**src/rtl/core/nec_ir_frame_decoder_assert.svh**
```systemverilog
// Assertion macros shared by the NEC IR frame decoder RTL.
// Expects clk and arst_n in the including module's scope.
`ifndef NEC_IR_FRAME_DECODER_ASSERT_SVH
`define NEC_IR_FRAME_DECODER_ASSERT_SVH

// same-cycle implication
`define NIR_ASSERT_NOW(lbl, ante, cons) \
	lbl: assert property (@(posedge clk) disable iff (!arst_n) (ante) |-> (cons)) \
		else $error("nir assertion failed");

// next-cycle implication
`define NIR_ASSERT_NEXT(lbl, ante, cons) \
	lbl: assert property (@(posedge clk) disable iff (!arst_n) (ante) |=> (cons)) \
		else $error("nir assertion failed");

`endif

```
**src/rtl/core/nir_pkg.sv**
```systemverilog
// Shared types and constants for the NEC IR frame decoder.
// No dependencies.
package nir_pkg;

	localparam int FRAME_BITS_DEF = 32;
	localparam int WORD_W         = 32;
	localparam int TIME_W         = 16;
	localparam int ADDR_W         = 8;
	localparam int CFG_IDX_W      = 3;
	localparam logic [7:0] BYTE_ONES = 8'hFF;

	localparam logic [TIME_W-1:0] LEADER_MIN_RST = 16'd13000;
	localparam logic [TIME_W-1:0] LEADER_MAX_RST = 16'd14000;
	localparam logic [TIME_W-1:0] ZERO_MIN_RST   = 16'd1000;
	localparam logic [TIME_W-1:0] ZERO_MAX_RST   = 16'd1300;
	localparam logic [TIME_W-1:0] ONE_MIN_RST    = 16'd2100;
	localparam logic [TIME_W-1:0] ONE_MAX_RST    = 16'd2400;
	localparam logic [ADDR_W-1:0] ADDR_RST       = 8'd0;

	typedef enum logic [CFG_IDX_W-1:0] {
		REG_LEADER_MIN = 3'd0,
		REG_LEADER_MAX = 3'd1,
		REG_ZERO_MIN   = 3'd2,
		REG_ZERO_MAX   = 3'd3,
		REG_ONE_MIN    = 3'd4,
		REG_ONE_MAX    = 3'd5,
		REG_ADDRESS    = 3'd6
	} reg_idx_t;

	typedef enum logic [1:0] {
		ST_BUSY   = 2'd0,
		ST_TIMING = 2'd1,
		ST_OK     = 2'd2,
		ST_BAD    = 2'd3
	} status_t;

	typedef enum logic [2:0] {
		PH_IDLE   = 3'b001,
		PH_LEADER = 3'b010,
		PH_BITS   = 3'b100
	} phase_t;

	typedef struct packed {
		logic [TIME_W-1:0] leader_min;
		logic [TIME_W-1:0] leader_max;
		logic [TIME_W-1:0] zero_min;
		logic [TIME_W-1:0] zero_max;
		logic [TIME_W-1:0] one_min;
		logic [TIME_W-1:0] one_max;
		logic [ADDR_W-1:0] address;
	} cfg_t;

	typedef struct packed {
		status_t           status;
		logic [7:0]        command;
		logic [WORD_W-1:0] frame_word;
	} result_t;

endpackage

```
**src/rtl/core/nir_cfg.sv**
```systemverilog
// Configuration register file of the NEC IR frame decoder.
// Depends on nir_pkg.
module nir_cfg (
	input  logic                                clk,
	input  logic                                arst_n,
	input  logic                                cfg_valid,
	output logic                                cfg_ready,
	input  logic [nir_pkg::CFG_IDX_W-1:0]       cfg_index,
	input  logic [nir_pkg::TIME_W-1:0]          cfg_data,
	output nir_pkg::cfg_t                       cfg
);

	nir_pkg::cfg_t cfg_q;

	assign cfg_ready = 1'b1;
	assign cfg       = cfg_q;

	always_ff @(posedge clk or negedge arst_n) begin
		if (!arst_n) begin
			cfg_q.leader_min <= nir_pkg::LEADER_MIN_RST;
			cfg_q.leader_max <= nir_pkg::LEADER_MAX_RST;
			cfg_q.zero_min   <= nir_pkg::ZERO_MIN_RST;
			cfg_q.zero_max   <= nir_pkg::ZERO_MAX_RST;
			cfg_q.one_min    <= nir_pkg::ONE_MIN_RST;
			cfg_q.one_max    <= nir_pkg::ONE_MAX_RST;
			cfg_q.address    <= nir_pkg::ADDR_RST;
		end else if (cfg_valid && cfg_ready) begin
			case (nir_pkg::reg_idx_t'(cfg_index))
				nir_pkg::REG_LEADER_MIN: cfg_q.leader_min <= cfg_data;
				nir_pkg::REG_LEADER_MAX: cfg_q.leader_max <= cfg_data;
				nir_pkg::REG_ZERO_MIN:   cfg_q.zero_min   <= cfg_data;
				nir_pkg::REG_ZERO_MAX:   cfg_q.zero_max   <= cfg_data;
				nir_pkg::REG_ONE_MIN:    cfg_q.one_min    <= cfg_data;
				nir_pkg::REG_ONE_MAX:    cfg_q.one_max    <= cfg_data;
				nir_pkg::REG_ADDRESS:    cfg_q.address    <= cfg_data[nir_pkg::ADDR_W-1:0];
				default: ;
			endcase
		end
	end

endmodule

```
**src/rtl/core/nir_core.sv**
```systemverilog
// Per-edge frame state machine: window compares, bit shift and frame check.
// Depends on nir_pkg and nec_ir_frame_decoder_assert.svh.
`include "nec_ir_frame_decoder_assert.svh"

module nir_core #(
	parameter int FRAME_BITS = nir_pkg::FRAME_BITS_DEF
) (
	input  logic                         clk,
	input  logic                         arst_n,
	input  logic                         step,
	input  logic [nir_pkg::TIME_W-1:0]   interval_us,
	input  nir_pkg::cfg_t                cfg,
	output nir_pkg::result_t             result
);

	localparam int BL_W = $clog2(FRAME_BITS + 1);

	nir_pkg::phase_t               phase_q, phase_d;
	logic [BL_W-1:0]               bits_left_q, bits_left_d;
	logic [nir_pkg::WORD_W-1:0]    shift_q, shift_d;
	nir_pkg::status_t              status_d;
	logic [7:0]                    cmd_d;
	logic                          lead_hit, zero_hit, one_hit, frame_good;

	assign lead_hit = (cfg.leader_min < interval_us) && (interval_us < cfg.leader_max);
	assign zero_hit = (cfg.zero_min < interval_us) && (interval_us < cfg.zero_max);
	assign one_hit  = (cfg.one_min < interval_us) && (interval_us < cfg.one_max);

	assign frame_good = ((shift_d[31:24] ^ shift_d[23:16]) == nir_pkg::BYTE_ONES)
		&& ((shift_d[15:8] ^ shift_d[7:0]) == nir_pkg::BYTE_ONES)
		&& (shift_d[31:24] == cfg.address);

	always_comb begin
		phase_d     = phase_q;
		bits_left_d = bits_left_q;
		shift_d     = shift_q;
		status_d    = nir_pkg::ST_BUSY;
		cmd_d       = '0;
		case (phase_q)
			nir_pkg::PH_IDLE: begin
				phase_d = nir_pkg::PH_LEADER;
			end
			nir_pkg::PH_LEADER: begin
				if (lead_hit) begin
					phase_d     = nir_pkg::PH_BITS;
					bits_left_d = BL_W'(FRAME_BITS);
					shift_d     = '0;
				end else begin
					phase_d  = nir_pkg::PH_IDLE;
					status_d = nir_pkg::ST_TIMING;
				end
			end
			nir_pkg::PH_BITS: begin
				if (zero_hit || one_hit) begin
					// zero window wins on overlap
					shift_d     = {shift_q[nir_pkg::WORD_W-2:0], ~zero_hit};
					bits_left_d = bits_left_q - 1'b1;
					if (bits_left_d == '0) begin
						phase_d = nir_pkg::PH_IDLE;
						if (frame_good) begin
							status_d = nir_pkg::ST_OK;
							cmd_d    = shift_d[15:8];
						end else begin
							status_d = nir_pkg::ST_BAD;
						end
					end
				end else begin
					phase_d  = nir_pkg::PH_IDLE;
					status_d = nir_pkg::ST_TIMING;
				end
			end
			default: begin
				phase_d  = nir_pkg::PH_IDLE;
				status_d = nir_pkg::ST_TIMING;
			end
		endcase
	end

	always_ff @(posedge clk or negedge arst_n) begin
		if (!arst_n) begin
			phase_q     <= nir_pkg::PH_IDLE;
			bits_left_q <= '0;
			shift_q     <= '0;
		end else if (step) begin
			phase_q     <= phase_d;
			bits_left_q <= bits_left_d;
			shift_q     <= shift_d;
		end
	end

	assign result.status     = status_d;
	assign result.command    = cmd_d;
	assign result.frame_word = shift_d;

	`NIR_ASSERT_NEXT(a_end_goes_idle, step && (status_d != nir_pkg::ST_BUSY),
		phase_q == nir_pkg::PH_IDLE)
	`NIR_ASSERT_NEXT(a_busy_bits_left, step && (phase_q == nir_pkg::PH_BITS)
		&& (status_d == nir_pkg::ST_BUSY), bits_left_q != '0)
	`NIR_ASSERT_NOW(a_cmd_only_ok, (status_d != nir_pkg::ST_OK), cmd_d == '0)

endmodule

```
**src/rtl/core/nec_ir_frame_decoder.sv**
```systemverilog
// NEC IR frame decoder: one beat in per receiver falling edge, one status beat out per edge.
// An interval beat is registered, decoded in a single compare-and-shift step against the
// frame state, and the result is registered; one beat per cycle is sustained unless the
// output register is held by backpressure, and a result is offered on the output once its
// beat moves from the input register into the output register. Only the output register's
// backpressure stalls the input side. Depends on nir_pkg, nir_cfg, nir_core.
`include "nec_ir_frame_decoder_assert.svh"

module nec_ir_frame_decoder #(
	parameter int FRAME_BITS = nir_pkg::FRAME_BITS_DEF
) (
	input  logic                                clk,
	input  logic                                arst_n,
	input  logic                                s_tvalid,
	output logic                                s_tready,
	input  logic [15:0]                         s_tdata,   // [15:0] interval_us
	output logic                                m_tvalid,
	input  logic                                m_tready,
	output logic [39:0]                         m_tdata,   // [7:0] command, [39:8] frame_word
	output logic [1:0]                          m_tuser,   // [1:0] status
	input  logic                                cfg_valid,
	output logic                                cfg_ready,
	input  logic [nir_pkg::CFG_IDX_W-1:0]       cfg_index,
	input  logic [nir_pkg::TIME_W-1:0]          cfg_data
);

	nir_pkg::cfg_t                 cfg;
	nir_pkg::result_t              res;
	nir_pkg::result_t              res_s2;
	logic                          valid_s1, valid_s2, advance;
	logic [nir_pkg::TIME_W-1:0]    interval_s1;

	nir_cfg u_cfg (
		.clk       (clk),
		.arst_n    (arst_n),
		.cfg_valid (cfg_valid),
		.cfg_ready (cfg_ready),
		.cfg_index (cfg_index),
		.cfg_data  (cfg_data),
		.cfg       (cfg)
	);

	nir_core #(
		.FRAME_BITS (FRAME_BITS)
	) u_core (
		.clk         (clk),
		.arst_n      (arst_n),
		.step        (advance),
		.interval_us (interval_s1),
		.cfg         (cfg),
		.result      (res)
	);

	assign advance  = valid_s1 && (!valid_s2 || m_tready);
	assign s_tready = !valid_s1 || advance;

	always_ff @(posedge clk or negedge arst_n) begin
		if (!arst_n) begin
			valid_s1 <= 1'b0;
		end else if (s_tvalid && s_tready) begin
			valid_s1 <= 1'b1;
		end else if (advance) begin
			valid_s1 <= 1'b0;
		end
	end

	always_ff @(posedge clk) begin
		if (s_tvalid && s_tready) begin
			interval_s1 <= s_tdata;
		end
	end

	always_ff @(posedge clk or negedge arst_n) begin
		if (!arst_n) begin
			valid_s2 <= 1'b0;
		end else if (advance) begin
			valid_s2 <= 1'b1;
		end else if (m_tready) begin
			valid_s2 <= 1'b0;
		end
	end

	always_ff @(posedge clk) begin
		if (advance) begin
			res_s2 <= res;
		end
	end

	assign m_tvalid = valid_s2;
	assign m_tdata  = {res_s2.frame_word, res_s2.command};
	assign m_tuser  = res_s2.status;

	`NIR_ASSERT_NOW(a_stall_only_on_backpressure, !s_tready, valid_s2 && !m_tready)
	`NIR_ASSERT_NEXT(a_step_fills_output, advance, valid_s2)

endmodule
```
**config.mk**
```make
export PLATFORM = sky130hd
export DESIGN_NAME = nec_ir_frame_decoder
export DESIGN_NICKNAME = d
export VERILOG_FILES = /design/src/rtl/core/nir_pkg.sv /design/src/rtl/core/nir_cfg.sv /design/src/rtl/core/nir_core.sv /design/src/rtl/core/nec_ir_frame_decoder.sv
export VERILOG_INCLUDE_DIRS = /design/src /design/src/rtl/core
export SDC_FILE = /design/constraint.sdc
export NUM_CORES = 1
export LEC_CHECK = 0
export BUFFER_PORTS_ARGS = -buffer_cell sky130_fd_sc_hd__buf_2
export CORE_MARGIN = 2
export CORE_UTILIZATION = 46
export DETAILED_ROUTE_END_ITERATION = 16
export HOLD_SLACK_MARGIN = 0.15
export PLACE_DENSITY = 0.64
export SYNTH_ARGS = -nofsm -noshare
export SYNTH_HDL_FRONTEND = slang
export SYNTH_HIERARCHICAL = 1
export SYNTH_SLANG_ARGS = --single-unit
```
**constraint.sdc**
```tcl
create_clock -name clk -period 9.7 [get_ports clk]
set_input_delay 1.455 -clock clk [delete_from_list [all_inputs] [get_ports clk]]
set_output_delay 1.455 -clock clk [all_outputs]
set_load 0.02 [all_outputs]
```
# Word-level counts from Yosys, hierarchy flattened
# Index checks and enable logic that the tools add are counted.
# word_totals
elab_cells	87
in_bits	40
out_inout_bits	45
reg_bits	205
# classes
order_cmp	6
eq_ne	15
reduce_logical	27
bitwise	3
add_sub_neg	1
muxes	19
# ops
op	count
16-bit less-than comparator	6
32-bit 2-to-1 mux	2
32-bit one-hot mux with 2 select lines	1
8-bit equality test (second input constant)	2
2-bit AND reduction	8
8-bit bitwise XOR	2
3-bit equality test (second input constant)	4
6-bit 2-to-1 mux	2
6-bit one-hot mux with 2 select lines	1
3-bit by 2-bit equality test with 1-bit output (second input constant)	3
3-bit 2-to-1 mux	3
3-bit one-hot mux with 3 select lines	1
8-bit equality test	1
4-bit AND reduction	2
1-bit logical AND	7
3-bit by 1-bit equality test with 1-bit output (second input constant)	2
6-bit zero test	1
1-bit 2-to-1 mux	6
2-bit one-hot mux with 3 select lines	1
2-bit nonzero test	3
6-bit by 1-bit subtractor with 6-bit output (second input constant)	1
2-bit 2-to-1 mux	2
2-bit by 1-bit != test with 1-bit output (second input constant)	2
3-bit zero test	1
other kinds (4)	7

# Logic depth before layout (Yosys ltp)
# Gate-level depths: netlist of the first run.
# logic_depth
word_depth	13
depth_mapped	16
ltp_nobuf	13

# Modules after synthesis
# The synthesis of the first run kept the hierarchy.
# modules_own_cells
mod	cells_per_inst	area_per_inst_um2	seq_area_each_um2	n_inst
nir_core	687	5431.5	1027.2	1
nir_cfg	230	4050.1	2641.3	1
nec_ir_frame_decoder	66	1845.5	1791.7	1

# Least setup slack after synthesis of the first run
# No wires, ideal clock.
# synth_timing
path_type	input to register
startpoint	in m_tready
endpoint	reg u_core.bits_left_q[4]
path_stages	6
required_time_ps	9578
setup_slack_ps	6021
arrival_ps	3557
path_cell_list	nand2b_1 > and2_1 > o211ai_1 > nor3_1 > xnor2_1 > nor2_1
# synth_via
elab_chain_len	3
# synth_lines
element	line	rtl
start: declaration	nec_ir_frame_decoder.sv:18	input logic m_tready,
1-bit logical OR	nec_ir_frame_decoder.sv:54	assign advance = valid_s1 && (!valid_s2 || m_tready);
1-bit logical AND	nec_ir_frame_decoder.sv:54	
named net advance	nec_ir_frame_decoder.sv:30	logic valid_s1, valid_s2, advance;
4-bit AND reduction (no source line)	--	
end signal: assignment	nir_core.sv:86	bits_left_q <= bits_left_d;
end: declaration	nir_core.sv:19	logic [BL_W-1:0] bits_left_q, bits_left_d;
# The timed path passes the listed nets, and every way through them passes these cells.
# A chain may end at the register's enable or synchronous reset.

==> results.md, run 1 <==
- Clock skew: just under 0.03 ns
- Post-Synth Adder-Cell Area: 10.16%
- Ys async rst share: 71.71%
- Maximum vdd drop: 0.1544 mV
- DR vias/cell: roughly 5.6
- Die W: 160.9 um
- Max Cap Viol: 0
- Post-synthesis xor/xnor area fraction: 1.160%
- Setup tns final: 0 ns
- Pwr per Cell Area: roughly 240 nW/um^2
- Placed cell area: 12010 um^2
- Mux cell area share after synthesis: 13.00%
- Largest family of logic cells by synthesized area: multiplexers
- Nets: 1185
- Via count: ~7900
- Area of the multi-input gates: 5381 um^2
- CP endpoint kind: register
- Int Power: 2.046 mW
- First-pass GRT wire length: 41.68 mm
- Comb pwr share: 29.1%
- Clk Latency, worst-skew pair: 0.52 ns
- Count of cell types in the netlist: 82
- Initial Utilization: around 47%
- Worst r2r src: interval_s1[13]
- Gpl congestion: 0.9107
- DRT iter0 DRCs: 517
- Sink Count: 205
- Drt first pass iters: 7
- Synth area leader: dfrtp_1
- Top-Level Pins: 85
- Setup crit start: interval_s1[13]
- Critical path class: register to register
- CTS resizes: 0
- Seq pwr share: 42.7%
- Relative slew margins: a little under a fifth
- F_max: 209.7 MHz
- YS warnings: 6
- Hold violation count in the final report: 0
- Endpoints failing setup: 0
- Pwr Total: around 3 mW
- PortBufs: 83
- CP max FO: 45
- EDFF count, synth: 58
- Synth Area in Compound Gates: 11.06%
- CTS root buf: clkbuf_16
- Post-Place Setup Slack: 4.886 ns
- Wirelength per Cell: ~19 um
- Post-synth top flop: dfrtp_1
- Worst Setup Slack, final: 4.931 ns
- Gr ovfl total: 0
- Critical Path Slowest Stage Cell: a21oi_4
- Syn avg cell area: between 10 and 15 um^2
- Register area: ~5500 um^2
- #FFs+latches synth: 205
- # rows: 57
- Post-CTS Setup Repair Bufs: 0
- # fillers: between 2000 and 2500
- Slowest stage delay, CP: a little under 1 ns
- Startpoint Class: register
- Worst-case clock buffer depth: 3
- Die height: ~160 um
- Max H-tree Level: 1
- CP Data Required Time: 9.96 ns
- Syn-to-layout area delta: 12.78%
- Netlist Area Pre-Place: 11330 um^2
- Core area: 24250 um^2
- HP Class: register to register
- Hold WS: 0.5019 ns
- NetSw: 1.043 mW
- Cells after Synth: 983
- Slew @ Worst Pin: 1.220 ns
- Detailed placement HPWL: roughly 19 mm
- Design area: 12770 um^2
- Leakage power: about 5.7 nW
- Vias in the first global route: 8023
- Clock power frac: 28.3%
- Largest net degree at the start of global routing: 77
- Antenna cell count: 0
- Initial antenna violation count: 0
- Die area: 25900 um^2
- Period utilisation layout: 49.16%
- Yosys top cell area share: 25.41%
- Antenna Nets Post-Route: 0
- Synth Area in Simple Gates: 11.68%
- Syn nets: between 1000 and 1500
- Util after Layout: 52.68%
- Sw Ratio: 33.77%
- Clock slew at reported path FFs: 0.06 ns
- CTS tree: done
- Detailed-route DRC error count: 0
- Fin. max-slew vios: 0
- Non-Filler Instances: ~1400
- Cell Chain, Critical Path: inv_1 -> ha_1 -> a211oi_1 -> o22ai_1 -> nor3_1 -> nand4b_1 -> or2_1 -> a21oi_4 -> a22oi_1 -> a2111oi_0 -> nand3_1 -> nor4_1 -> a21oi_1
- Largest cells by area after synthesis: dfrtp_1 25%, edfxtp_1 15%, mux2_2 11%
- Arr. time, crit path: 5.03 ns
- Hold_buf cts: 0
- Number of CTS-inserted buffers: 23
- Drt total wl: ~26 mm
- Minimum clock period: 4.769 ns
- Outcome: finished clean
- Total routing usage reported by global routing: 20.08%
- Worst hold start: u_cfg/cfg[47]
- RSZ-0062 raised after global routing: false
- Post-synthesis sequential area ratio: roughly 48%
- Placed cell count: approximately 1400
- Share of layout cells above drive strength 1: 28.69%
placed cells by master, fill, tap and decap left out, types with 4 or more instances in the layout:
master / n
buf_4: 8
nor4_1: 6
o211ai_1: 4
a211oi_1: 6
mux2i_1: 5
edfxtp_1: 58
a21oi_1: 41
nand2b_1: 14
xnor2_1: 6
nand4b_1: 4
inv_1: 75
a22oi_1: 8
xor2_1: 9
nand2_1: 67
clkbuf_8: 5
a21o_1: 4
clkinv_2: 5
dfrtp_1: 115
a31oi_1: 14
buf_2: 82
ha_1: 92
nand3_1: 23
a22o_1: 17
mux2_2: 112
clkbuf_16: 23
mux2_4: 10
nor2_1: 47
a311oi_1: 4
o22ai_1: 5
a32o_1: 4
or2_2: 4
nor3_1: 20
and2_1: 12
o21ai_0: 33
nand4_1: 19
dfstp_2: 32
kinds of logic after synthesis:
group | Yosys count
simple gates | 245
other cells | 1
buf+inv | 121
mux | 128
compound gates | 176
fa+ha+maj | 92
xor+xnor | 15
flops | 205
cell type report:
cell class	instances	area share [%]
Multi-Input combinational cell	657	42.13
Inverter	75	2.204
Timing Repair Buffer	91	3.771
Clock buffer	30	5.103
Tap cell	324	3.173
Sequential cell	205	42.74
Clock inverter	12	0.8815
cells in the mapped netlist, types with 12 or more instances:
library cell,count
ha_1,92
nand3_1,23
a31oi_1,14
buf_2,12
mux2_2,112
dfrtp_1,115
a21oi_1,41
clkbuf_1,21
and2_1,13
nor3_1,20
o21ai_0,33
a22o_1,17
nand2_1,67
dfstp_2,32
edfxtp_1,58
nand2b_1,14
nand4_1,19
nor2_1,47
inv_1,75
flip-flops by register name, summed over array words and instances, names as in the netlist:
name	cells
valid_s1	1
m_tvalid	1
u_core/shift_q	32
interval_s1	16
u_cfg/cfg	104
u_core/bits_left_q	6
m_tdata	40
u_core/phase_q	3
m_tuser	2
power groups by stage:
stage / Sequential, mW / Combinational (mW) / Clock, mW
after global routing: 1.35 / 1.01 / 0.931
after CTS: 1.32 / 0.899 / 0.893
after floorplan: 1.28 / 0.673 / 0
after global placement: 1.33 / 0.881 / 0
after detailed placement: 1.33 / 0.892 / 0
final: 1.32 / 0.898 / 0.874
path summary, 6_finish.rpt:
check | to | slack, ns | cells past startpoint
max in group asynchronous | u_cfg/cfg[58] | 7.30 | 2
min reg2reg | u_cfg/cfg[47] | 0.50 | 1
max | m_tuser[0] | 4.93 | 13
min in group asynchronous | u_cfg/cfg[21] | 0.99 | 1
max reg2reg | m_tuser[0] | 4.93 | 13
min | u_cfg/cfg[47] | 0.50 | 1
worst max-delay path, delay by kind of cell, from the launching register on:
family	cells	cell delay, ns
and+or+nand+nor	5	1.34
buffers and inverters	1	0.13
AOI/OAI and AO/OA	6	2.36
DFF	1	0.44
adders and majority gates	1	0.25
per-layer routing:
metal / share of wire (%) / vias up / track usage (%)
met4: 2.5 / 0 / 5.519
met3: 3.9 / 44 / 2.686
li1: - / 3741 / -
met5: 0 / - / 0
met2: 49 / 177 / 34.98
met1: 44 / 3889 / 26.39
(Power assumes the default switching activity.)
==> run 2, diff against run 1 <==
Settings changed: PLACE_DENSITY 0.64 to 0.66.
Clock period 9.7 ns to 4 ns, I/O delays scaled along.
==> run 2 against run 1 <==
Core utilization rose by 2.2 points; via count rose by 3.1%; sequential power rose by 140%; cell count rose by 2.7%; fmax rose by 25%; flip-flop and latch count did not move; worst hold slack got worse by 0.34 ns; critical path type unchanged; largest cell class is now multi-input combinational cells; highest routed layer unchanged.
==> results.md, run 2 (synthesis results as in run 1) <==
- Hold violation count in the final report: 0 (unchanged)
- Initial antenna violation count: 0 (unchanged)
- Period utilisation layout: 95.71% (+47 points)
- GR Layer Usage met3: 2.660% (-0.026 points)
- Clk Latency, worst-skew pair: 0.51 ns (about the same)
- Antenna Nets Post-Route: 0 (unchanged)
- Die area: 25900 um^2 (unchanged)
- Util after Layout: 54.90% (+2.2 points)
- Pwr per Cell Area: 582.3 nW/um^2 (+140%)
- Fin. max-slew vios: 0 (unchanged)
- HP Class: input port to async pin
- Worst R2R End: m_tuser[0]
- Outcome: finished clean
- Grt met2 use: 34.63% (-0.35 points)
- Commonest non-fill, non-tap cells in the layout: 115 x dfrtp_1, 112 x mux2_2, 89 x ha_1
- GRT Max-Usage Layer: met2
- Via count: 8091 (+3.1%)
- Most common cell after layout, fill and taps aside: dfrtp_1
- Post-Place Setup Slack: -0.1692 ns (-5.055 ns)
- Setup slack, reg-to-reg: 0.17 ns (-4.76 ns)
- Setup crit start: interval_s1[14]
- Sink Count: 205 (unchanged)
- Top-Level Pins: 85 (unchanged)
- Maximum vdd drop: 0.4246 mV (+180%)
- DR vias/cell: 5.654 (+0.39%)
- Gr ovfl total: 0 (unchanged)
- Design area: 13310 um^2 (+4.2%)
- Detailed-route DRC error count: 0 (unchanged)
- CP endpoint kind: register
- Max Cap Viol: 0 (unchanged)
- Clock slew at reported path FFs: 0.06 ns (about the same)
- CTS tree: done
- # rows: 57 (unchanged)
- DRT iter0 DRCs: 538 (+4.1%)
- Total routing usage reported by global routing: 19.99% (-0.094 points)
- CTS root buf: clkbuf_16
- Drt first pass iters: 6 (-1)
- Setup tns final: 0 ns (unchanged)
- GR Util met1: 26.48% (+0.089 points)
- Nets: 1223 (+3.2%)
- PortBufs: 83 (unchanged)
- Minimum clock period: 3.828 ns (-0.9402 ns)
- Worst Setup Slack, final: 0.1717 ns (-4.760 ns)
- Die height: 160.9 um (unchanged)
- Worst r2r src: interval_s1[14]
- Wirelength per Cell: 18.32 um (-0.97%)
- Core area: 24250 um^2 (unchanged)
- Arr. time, crit path: 4.08 ns (-0.95 ns)
- Critical path class: register to register
- CP Data Required Time: 4.25 ns (-5.71 ns)
- Drt total wl: 26.22 mm (+1.7%)
- Critical Path Slowest Stage Cell: o31ai_4
- Vias in the first global route: 7908 (-1.4%)
- Placed cell area: 12210 um^2 (+1.7%)
- Reg2reg path depth: 14 (+1)
- CP max FO: 5 (-89%)
- RSZ-0062 raised after global routing: true
- Initial Utilization: 46.71% (unchanged)
- Max H-tree Level: 1 (unchanged)
- Max reg flops: 104 (unchanged)
- Leakage power: 5.908 nW (+4.5%)
- Cell Chain, Critical Path: buf_4 -> ha_1 -> nand4_1 -> nor2_4 -> a31oi_1 -> nand2_1 -> and4b_1 -> o31ai_4 -> buf_12 -> a22oi_1 -> a2111oi_1 -> nand3_1 -> nor4_2 -> a21oi_1
- Antenna cell count: 0 (unchanged)
- Largest net degree at the start of global routing: 89 (+16%)
- Relative slew margins: 43.04% (+25 points)
- Gpl congestion: 0.9491 (+4.2%)
- Clock skew: 0.01394 ns (-0.01564 ns)
- Number of CTS-inserted buffers: 23 (unchanged)
- F_max: 261.2 MHz (+25%)
- Pwr Total: 7.751 mW (+150%)
- Slowest stage delay, CP: 0.43 ns (-0.56 ns)
- Detailed placement HPWL: 18.81 mm (+1.5%)
- Worst-case clock buffer depth: 3 (unchanged)
- Die W: 160.9 um (unchanged)
- First-pass GRT wire length: 41.72 mm (+0.12%)
- Startpoint Class: register
- Endpoints failing setup: 0 (unchanged)
- Share of layout cells above drive strength 1: 32.70% (+4.0 points)
- Syn-to-layout area delta: 17.52%
- Slew @ Worst Pin: 0.8545 ns (-0.3658 ns)
-- run 2: cell count changes in the layout (fill, tap and decap cells not counted), moves of 4 or more --
cell       change
clkbuf_1       +6
clkinv_2       -4
clkbuf_16      +4
buf_4         +29
-- run 2: cell type report --
class                   count  area (um^2)
clock inverters             6        106.4
flip-flops and latches    205         5460
well taps                 324        405.4
clock buffers              35        660.6
repair buffers            129        882.1
multi-input cells         657         5515
fillers                  2071        10940
inverters                  75        281.5
-- run 2: power breakdown --
| part | total, mW | switching, mW | leakage [nW] | internal [mW] |
|---|---|---|---|---|
| Clock | 2.13 | 0.806 | 0.370 | 1.32 |
| Sequential | 3.22 | 0.492 | 2.30 | 2.73 |
| Combinational | 2.40 | 1.28 | 3.24 | 1.12 |
| Total | 7.75 | 2.58 | 5.91 | 5.17 |
-- run 2: timing repair --
action                     4_1_cts  5_1_grt
hold buffers                     0        0
pin swaps                        0       21
setup endpoints to repair        9        9
gates resized for setup          1       31
buffers inserted                 0       15
gates cloned                     0        3
-- run 2: how the worst max path moves through the flow --
stage                 endpoint  slack [ns]  cells past startpoint
floorplan           m_tuser[0]        0.57                     14
global placement    m_tdata[7]       -0.10                     15
detailed placement  m_tdata[7]       -0.17                     15
CTS                 m_tdata[7]      0.0006                     15
global route        m_tdata[7]      -0.002                     14
finish              m_tuser[0]        0.17                     14
-- run 2: through the flow --
stage          hold slack [ns]  cells
6_report                0.1575   1431
5_1_grt                 0.2330   1431
4_1_cts                 0.1788   1413
3_5_place_dp            0.4856   1372
3_3_place_gp            0.4766   1372
2_1_floorplan           0.3044    983
-- run 2: critical path, delay by kind of cell (launching register included) --
| family | cells | cell delay, ns |
|---|---|---|
| buffers and inverters | 2 | 0.34 |
| and+or+nand+nor | 6 | 1.32 |
| AOI/OAI and AO/OA | 5 | 1.17 |
| DFF | 1 | 0.41 |
| adders and majority gates | 1 | 0.33 |
-- run 2: metal layers --
metal	part of all wire [%]	vias up	wire length [um]
met5	0	-	0
met4	2.6	0	677
met3	5.2	49	1351
met2	49	229	12830
met1	43	3984	11370
li1	-	3829	-
==> run 3, diff against run 2 <==
Settings changed: CORE_ASPECT_RATIO set to 2, CORE_UTILIZATION 46 to 50, PLACE_DENSITY 0.66 to 0.71.
==> run 3 against run 2 <==
Register-to-register slack got worse by 0.05 ns; worst hold slack got worse by 0.031 ns; total power fell by 1.6%; sequential share of layout area fell by 0.63 points; cell count fell by 1.4%; setup slack got worse by 0.051 ns; critical endpoint unchanged.
==> results.md, run 3 (synthesis results as in run 1) <==
- Commonest non-fill, non-tap cells in the layout: 115 x dfrtp_1, 112 x mux2_2, 85 x ha_1
- Initial Utilization: 51.12% (+4.4 points)
- Gpl congestion: 0.9318 (-1.8%)
- Hold_buf cts: 0 (unchanged)
- Syn-to-layout area delta: 19.35%
- Share of layout cells above drive strength 1: 36.74% (+4.0 points)
- F_max: 257.7 MHz (-1.3%)
- DR vias/cell: 6.018 (+6.4%)
- Clock slew at reported path FFs: 0.07 ns (about the same)
- Pwr per Cell Area: 564.4 nW/um^2 (-3.1%)
- Setup crit start: interval_s1[13]
- Detailed-route DRC error count: 0 (unchanged)
- Detailed placement HPWL: 23.20 mm (+23%)
- Endpoints failing setup: 0 (unchanged)
- Drt total wl: 30.65 mm (+17%)
- Antenna Nets Post-Route: 0 (unchanged)
- Hold violation count in the final report: 0 (unchanged)
- Critical path class: register to register
- Clock power frac: 22.8% (-4.7 points)
- Clock skew: 0.01346 ns (-0.0004778 ns)
- Arr. time, crit path: 4.12 ns (+0.04 ns)
- Worst-case clock buffer depth: 3 (unchanged)
- Core area: 22160 um^2 (-8.6%)
- Vias in the first global route: 8750 (+11%)
- Pwr Total: 7.630 mW (-1.6%)
- Drt first pass iters: 5 (-1)
- Antenna cell count: 0 (unchanged)
- CTS tree: done
- Comb pwr share: 34.7% (+3.7 points)
- Via count: 8491 (+4.9%)
- Period utilisation layout: 96.99% (+1.3 points)
- Slew @ Worst Pin: 0.8700 ns (+0.01557 ns)
- CP Data Required Time: 4.24 ns (about the same)
- Die W: 110.4 um (-31%)
- Int Power: 4.892 mW (-5.4%)
- Most common cell after layout, fill and taps aside: dfrtp_1
- Design area: 13520 um^2 (+1.6%)
- Leakage power: 6.055 nW (+2.5%)
- # rows: 77 (+35%)
- Outcome: finished clean
- Sw Ratio: 35.89% (+2.6 points)
- Gr ovfl total: 0 (unchanged)
- Worst r2r src: interval_s1[13]
- Seq pwr share: 42.5% (+1.0 points)
- Relative slew margins: 42.00% (-1.0 points)
- Nets: 1255 (+2.6%)
- # fillers: 1910 (-7.8%)
- DRT iter0 DRCs: 384 (-29%)
- Sink Count: 205 (unchanged)
- PortBufs: 83 (unchanged)
- Max Cap Viol: 0 (unchanged)
- Initial antenna violation count: 0 (unchanged)
- First-pass GRT wire length: 46.78 mm (+12%)
- Total routing usage reported by global routing: 25.14% (+5.2 points)
- Startpoint Class: register
- Largest net degree at the start of global routing: 91 (+2.2%)
- Clk Latency, worst-skew pair: 0.50 ns (about the same)
- CTS root buf: clkbuf_16
- Placed cell area: 12330 um^2 (+0.94%)
- Worst Setup Slack, final: 0.1203 ns (-0.05139 ns)
- Max H-tree Level: 1 (unchanged)
- Maximum vdd drop: 0.4492 mV (+5.8%)
- Top-Level Pins: 85 (unchanged)
- NetSw: 2.739 mW (+6.2%)
- Die area: 23950 um^2 (-7.5%)
- Minimum clock period: 3.880 ns (+0.05139 ns)
- Number of CTS-inserted buffers: 19 (-17%)
- Post-Place Setup Slack: -0.3826 ns (-0.2134 ns)
- Fin. max-slew vios: 0 (unchanged)
- Wirelength per Cell: 21.72 um (+19%)
- Die height: 216.9 um (+35%)
- CP endpoint kind: register
- Max reg flops: 104 (unchanged)
- CP max FO: 7 (+2)
- HP Class: input port to async pin
run 3: cell count changes in the layout (fill, tap and decap cells not counted), moves of 3 or more:
cell       before  now
buf_4          37   65
clkbuf_16      27   20
buf_6           3    8
clkbuf_1        8    3
clkinv_2        1    6
inv_1          73   68
inv_2           2    7
and2_1         12    8
and2_4          2    6
ha_1           89   85
ha_4            3    7
buf_12          3    6
clkbuf_8        4    1
run 3: power groups by stage:
stage               logic, mW  clock network [mW]  registers [mW]
CTS                      2.45                1.79            3.22
floorplan                1.63                   0            3.11
detailed placement       2.40                   0            3.26
global placement         2.36                   0            3.25
finish                   2.65                1.74            3.24
global route             2.90                1.86            3.30
run 3: worst max-delay path, stage by stage (launching register included):
cell and delay [ns]:
edfxtp_1 0.41, inv_1 0.13, ha_1 0.25, a211oi_1 0.26
o22ai_1 0.16, nor3_2 0.17, nand4b_1 0.23, or2_4 0.32
a21oi_4 0.35, buf_6 0.15, nand2_2 0.05, o211a_1 0.25
or4_4 0.57, nor4_4 0.21, a21oi_1 0.10
run 3: worst paths after layout:
check | to | slack (ns) | cells after the start
setup / recovery | m_tuser[0] | 0.12 | 14
hold / removal | u_cfg/cfg[67] | 0.13 | 1
setup reg to reg | m_tuser[0] | 0.12 | 14
hold reg to reg | u_core/bits_left_q[5] | 0.49 | 1
max in group asynchronous | u_core/shift_q[5] | 2.93 | 3
min in group clk | interval_s1[10] | 0.27 | 1
run 3: layout make-up:
cell class	instances	area, um^2	area share [%]
flip-flops and latches	205	5460	40.39
inverters	75	281.5	2.082
repair buffers	164	1156	8.552
multi-input cells	658	5694	42.12
clock buffers	23	500.5	3.702
well taps	276	345.3	2.554
clock inverters	10	81.33	0.6016
run 3: stage by stage:
stage	cells	util (%)	setup TNS [ns]	hold WS, ns
global placement	1344	55.62	-2.675	0.4734
floorplan	983	-	0	0.3044
CTS	1381	58.55	0	0.1850
detailed placement	1344	55.62	-3.194	0.4865
global route	1411	61.01	-0.4052	0.2114
finish	1411	61.01	0	0.1269
run 3: repair_timing:
action / in CTS / in global routing
buffers inserted: 3 / 31
endpoints found under the setup margin: 9 / 9
resized for setup: 5 / 67
hold endpoints to repair: 0 / 0
pin swaps: 3 / 33
cloned: 1 / 0
run 3: metal layers:
layer / track usage, % / share of wire, % / vias up / wire length, um
met4: 19.08 / 9.3 / 0 / 2859
met2: 49.71 / 56 / 266 / 17190
met5: 0 / 0 / - / 0
met3: 2.729 / 3.0 / 146 / 928
met1: 22.74 / 32 / 4214 / 9678
li1: - / - / 3865 / -
